===== config.mk =====
export PLATFORM = sky130hd
export DESIGN_NAME = rbsi_divider
export DESIGN_NICKNAME = d
export VERILOG_FILES = /design/src/rtl/rbsi_pkg.sv /design/src/rtl/rbsi_divider.sv
export SDC_FILE = /design/constraint.sdc
export NUM_CORES = 2
export LEC_CHECK = 0
export BUFFER_PORTS_ARGS = -buffer_cell sky130_fd_sc_hd__buf_2
export CAP_MARGIN = 15
export CORE_MARGIN = 10
export CORE_UTILIZATION = 45
export DETAILED_ROUTE_END_ITERATION = 10
export PLACE_DENSITY_LB_ADDON = 0.08
export SLEW_MARGIN = 20
export SYNTH_ARGS = -nofsm -noshare
export SYNTH_HDL_FRONTEND = slang
export SYNTH_SLANG_ARGS = --single-unit

===== constraint.sdc =====
create_clock -name clock -period 14.53 [get_ports clock]
set_clock_uncertainty 0.15 [all_clocks]
set_input_delay 2.906 -clock clock [delete_from_list [all_inputs] [get_ports clock]]
set_output_delay 2.906 -clock clock [all_outputs]
set_load 0.05 [all_outputs]

===== src/rtl/rbsi_pkg.sv =====
// ----------------------------------------------------------------------------
// rbsi_pkg
// Shared types and constants of the ray/box slab intersection pipeline.
// ----------------------------------------------------------------------------
package rbsi_pkg;

   localparam int T_W         = 32;
   localparam int DIFF_W      = T_W + 1;
   localparam int NUM_AXES    = 3;
   localparam int NUM_CORNERS = 2 * NUM_AXES;
   localparam int REQ_DATA_W  = NUM_CORNERS * T_W;
   localparam int RSP_DATA_W  = 72;
   localparam int RSP_PAD_W   = RSP_DATA_W - (2 * T_W + 2);
   localparam int CSR_ADDR_W  = 3;

   // quotient bits resolved, one per stage, plus entry and saturation stages
   localparam int DIV_STEPS   = T_W;
   localparam int DIV_LAT     = DIV_STEPS + 2;
   // entry stage, divider, order, two compare stages, output register
   localparam int PIPE_DEPTH  = DIV_LAT + 5;

   localparam logic signed [T_W-1:0] T_MAX = {1'b0, {(T_W-1){1'b1}}};
   localparam logic signed [T_W-1:0] T_MIN = {1'b1, {(T_W-1){1'b0}}};

   localparam logic [T_W-1:0] ONE_FIXED_RESET = 32'h0001_0000;

   typedef enum logic [CSR_ADDR_W-1:0] {
      REG_ORIGIN_X = 3'd0,
      REG_ORIGIN_Y = 3'd1,
      REG_ORIGIN_Z = 3'd2,
      REG_DIR_X    = 3'd3,
      REG_DIR_Y    = 3'd4,
      REG_DIR_Z    = 3'd5,
      REG_T_START  = 3'd6,
      REG_T_LIMIT  = 3'd7
   } csr_index_type;

endpackage


===== src/rtl/rbsi_divider.sv =====
// ----------------------------------------------------------------------------
// rbsi_divider
// Pipelined slab parameter unit: (diff * 2^FRAC_BITS) / dir, truncated toward
// zero and clamped to the signed 32-bit range, one quotient bit per stage.
// ----------------------------------------------------------------------------
module rbsi_divider
   import rbsi_pkg::*;
#(
   parameter int FRAC_BITS = 16
) (
   input  logic                    clock,
   input  logic                    en,
   input  logic signed [DIFF_W-1:0] diff,
   input  logic [T_W-1:0]          dir_mag,
   input  logic                    dir_neg,
   output logic signed [T_W-1:0]   t_val,
   output logic                    sat
);

   localparam int NUM_W = T_W + FRAC_BITS;

   logic [T_W-1:0]   diff_mag;
   logic [NUM_W-1:0] num;
   logic [T_W-1:0]   rem_init;

   logic [T_W-1:0]   rem_ff [DIV_STEPS+1];
   logic [T_W-1:0]   low_ff [DIV_STEPS+1];
   logic             neg_ff [DIV_STEPS+1];
   logic             big_ff [DIV_STEPS+1];
   logic [T_W-1:0]   rem_in [DIV_STEPS];
   logic [T_W-1:0]   low_in [DIV_STEPS];

   logic signed [T_W-1:0] t_ff, t_in;
   logic                  sat_ff, sat_in;

   always_comb begin
      diff_mag = diff[DIFF_W-1] ? T_W'(-diff) : T_W'(diff);
      num      = {diff_mag, {FRAC_BITS{1'b0}}};
      rem_init = T_W'(num[NUM_W-1:T_W]);
   end

   always_comb begin
      logic [T_W:0] trial;
      logic         ge;
      for (int s = 0; s < DIV_STEPS; s++) begin
         trial     = {rem_ff[s], low_ff[s][T_W-1]};
         ge        = (trial >= {1'b0, dir_mag});
         rem_in[s] = ge ? T_W'(trial - {1'b0, dir_mag}) : trial[T_W-1:0];
         low_in[s] = {low_ff[s][T_W-2:0], ge};
      end
   end

   always_comb begin
      logic [T_W-1:0] qmag;
      qmag   = low_ff[DIV_STEPS];
      sat_in = 1'b0;
      if (big_ff[DIV_STEPS]) begin
         sat_in = 1'b1;
         t_in   = neg_ff[DIV_STEPS] ? T_MIN : T_MAX;
      end else if (!neg_ff[DIV_STEPS]) begin
         if (qmag[T_W-1]) begin
            sat_in = 1'b1;
            t_in   = T_MAX;
         end else begin
            t_in   = $signed(qmag);
         end
      end else if (qmag > T_W'(T_MIN)) begin
         sat_in = 1'b1;
         t_in   = T_MIN;
      end else begin
         t_in   = $signed(~qmag + T_W'(1));
      end
   end

   always_ff @(posedge clock) begin
      if (en) begin
         rem_ff[0] <= rem_init;
         low_ff[0] <= num[T_W-1:0];
         neg_ff[0] <= diff[DIFF_W-1] ^ dir_neg;
         big_ff[0] <= (rem_init >= dir_mag);
         for (int s = 0; s < DIV_STEPS; s++) begin
            rem_ff[s+1] <= rem_in[s];
            low_ff[s+1] <= low_in[s];
            neg_ff[s+1] <= neg_ff[s];
            big_ff[s+1] <= big_ff[s];
         end
         t_ff   <= t_in;
         sat_ff <= sat_in;
      end
   end

   assign t_val = t_ff;
   assign sat   = sat_ff;

endmodule


==> results.ini <==
[synthesis]
ys_ff_latch=1771
synth_area_sq_mm=0.116
post-synth-top-count-cell=edfxtp_1
synth_top_area_share_pct=45.8
ys_types=99
avgSynthCellArea_sq_um=10.9
syn_nets=11800
ys_top_cells_by_area=edfxtp_1, ha_1, mux2_2
ys_seq_area_share_pct=45.8
async_reset_ff_share_pct=0
yosys_warnings=0
synth-edff-count=1771
yosysTopAreaCell=edfxtp_1
synthCells=10700
ys.flop_type=edfxtp_1
ys_top_cells_by_count=edfxtp_1, ha_1, a21oi_1

[place]
dpl.cell_count=13900
hpwl_um=235000
gp_congestion=0.914
preCtsSetupSlack_ns=6.08
numPortBuffers=100

[setup_path]
cp_common_cell=buf_4
endpoint_kind=flop
critPathMaxFanout=33
cp-start-kind=input pin
cp_slowest_cell=buf_4
crit_required_ns=14.95
critical_path_class=in2reg
critPathMaxStageDelay_ns=0.67
rrSetupSlack_ns=9.99
cpLargestDelayFamily=compound AO/OA/AOI/OAI gates
cp.buffers_inverters=4
cp.arrival_ns=7.79
r2r-end=rem_ff[0][132]$_DFFE_PP_
r2r_cells=11
rr_startpoint=rem_ff[0][96]$_DFFE_PP_
crit_chain=buf_2 > inv_2 > buf_4 > ha_1 > and3_1 > a22o_1 > or4_1 > a21oi_1 > o211ai_1 > a41oi_2 > a21boi_0 > o41ai_4 > buf_4 > mux2_2

[floorplan]
start_util_pct=45.2
io_pins=101
num_rows=186
chipWidth_um=528
die_y_um=528
dieArea_sq_mm=0.279
core_area_sq_mm=0.257

[power_and_ir_drop]
leakagePower_nw=50.0
total_power_mw=30.7
peakVddDrop_uv=159
swShare_pct=40.0
power_frac_seq_pct=30.9
internal_power_mw=18.4
net-switching-power_mw=12.3
share_comb_of_total_power_pct=51.9
powerDensity_mw_per_mm2=240
p_clk_share_pct=17.3

[timing]
max_slew_margin_pct=24.6
holdWs_ns=0.245
period_share_pct=50.7
finalCriticalPeriod_ns=7.37
slew_violations=0
final_hold_viol_count=0
fin_ws_ns=7.16
tns_ns=0
fmax_mhz=136
rsz0062_at_grt=false
finalSetupViolCount=0
worst_pin_slew_ns=1.13

[routing]
dr.pass1.iters=6
vias=85200
vias_per_cell=5.94
wire_per_inst_um=23.0
drcViolationCount=0
first_iter_violations=7577
antenna_left=0
wirelength_um=329000

[grt]
grt_antenna_before_repair=24
grt_max_degree=193
groute.usage.overall_pct=22.7
grt_pass1_wl_um=494000
grt_pass1_vias=81500
overflow=0

[final_layout]
instances_no_fill=14300
final_nets=11900
synthToLayoutAreaGrowth_pct=9.93
layout-drive-gt1-share_pct=11.2

[min_path]
hold_class=reg2reg
hp-start=low_ff[0][804]$_DFFE_PP_
hold_path_depth=0
whs_endpoint=low_ff[0][837]$_DFFE_PP_

[status]
status=complete, no violations

[clock_network]
cts_setup_buffers=0
cts_hold_buf=0
cts_buffers=206
clock_latency_ns=0.89
cts_tree=yes
cts_sinks=1771
clock_path_buffers=3
cts_resized=0
cts_root_buf=clkbuf_16
cts.clk_slew.worst_paths_ns=0.06
htreeDepth=4

[run]
cap_violations=0

-- flip-flops by register name, indices dropped and copies added, names as in the netlist --
name	flops
t_val	32
sat	1
low_ff	664
rem_ff	1008
big_ff	33
neg_ff	33
-- cells in the final DEF (no fill, tap or decap), types with 27 or more instances in the layout --
cell | synthesis | final
a211oi_1 | 96 | 95
a21boi_0 | 38 | 38
a21o_1 | 517 | 517
a21oi_1 | 936 | 933
a31o_2 | 36 | 36
a31oi_1 | 109 | 109
and2_1 | 39 | 39
and3_1 | 80 | 80
buf_2 | 51 | 97
buf_4 | 6 | 98
clkbuf_1 | 236 | 37
clkbuf_16 | 0 | 206
clkinv_1 | 1 | 39
clkinv_2 | 0 | 43
edfxtp_1 | 1771 | 1771
fa_1 | 31 | 31
ha_1 | 1026 | 1026
inv_1 | 325 | 294
inv_2 | 0 | 27
mux2_2 | 556 | 556
mux2i_1 | 55 | 55
nand2_1 | 715 | 715
nand2b_1 | 142 | 142
nand3_1 | 203 | 203
nand4_1 | 152 | 152
nor2_1 | 666 | 664
nor2b_1 | 153 | 153
nor3_1 | 173 | 172
nor4_1 | 57 | 57
o211ai_1 | 46 | 46
o21a_1 | 156 | 156
o21ai_0 | 676 | 676
o21bai_1 | 127 | 127
o22ai_1 | 44 | 44
o31a_1 | 34 | 34
o31ai_1 | 86 | 86
or2_2 | 41 | 41
or3_1 | 45 | 45
xnor2_1 | 542 | 542
xor2_1 | 302 | 302
-- layout make-up --
class / count / area (sq um)
Clock inverter: 136 / 1650
Timing Repair Buffer: 205 / 1440
Tap cell: 3384 / 4230
Clock buffer: 243 / 5290
Inverter: 326 / 1230
Fill cell: 23000 / 129000
Multi-Input combinational cell: 8265 / 60600
Sequential cell: 1771 / 53200
Antenna cell: 3 / 7.51
-- power groups by stage --
stage	registers (mW)	logic, mW	clock network (mW)
finish	9.47	15.9	5.29
global route	9.58	17.6	5.65
CTS	9.45	15.7	5.45
detailed placement	9.53	15.6	0
global placement	9.58	15.4	0
floorplan	8.78	12.3	0
-- cell families (layout without fill, tap and decap cells) --
kind of cell             after synthesis  count (layout)  share of synthesized area, %
buffers and inverters                636             910                          2.15
adder cells (fa/ha/maj)             1057            1057                          11.6
XOR/XNOR                             844             844                          6.37
multiplexers                         614             614                          5.90
AND/OR/NAND/NOR                     2565            2565                          10.7
AO/OA/AOI/OAI                       3185            3185                          17.5
other                                  0               3                             0
flip-flops                          1771            1771                          45.8
-- metal layers --
| layer | wire [um] | part of all wire, % | global-route usage [%] |
|---|---|---|---|
| met5 | 34 | 0.010 | 0 |
| met4 | 11200 | 3.4 | 7.34 |
| met3 | 23100 | 7.0 | 4.48 |
| met2 | 142000 | 43 | 34.5 |
| met1 | 153000 | 46 | 32.4 |
-- how the worst max path moves through the flow --
stage                startpoint                       end  slack [ns]  cells past startpoint
detailed placement  dir_mag[10]  rem_ff[0][802]$_DFFE_PP_        6.08                     13
global route        dir_mag[10]  rem_ff[0][802]$_DFFE_PP_        6.93                     14
finish              dir_mag[10]  rem_ff[0][682]$_DFFE_PP_        7.16                     14
CTS                 dir_mag[10]  rem_ff[0][802]$_DFFE_PP_        7.02                     13
global placement    dir_mag[10]  rem_ff[0][803]$_DFFE_PP_        6.11                     13
floorplan            dir_mag[6]  rem_ff[0][761]$_DFFE_PP_        7.58                     12
-- per-stage QoR --
stage / util, % / cell area [sq um]
3_5_place_dp: 47.0 / 121000
6_report: 49.7 / 128000
3_3_place_gp: 47.0 / 121000
4_1_cts: 49.7 / 127000
2_1_floorplan: - / 116000
5_1_grt: 49.7 / 128000
(Power assumes the default switching activity.)
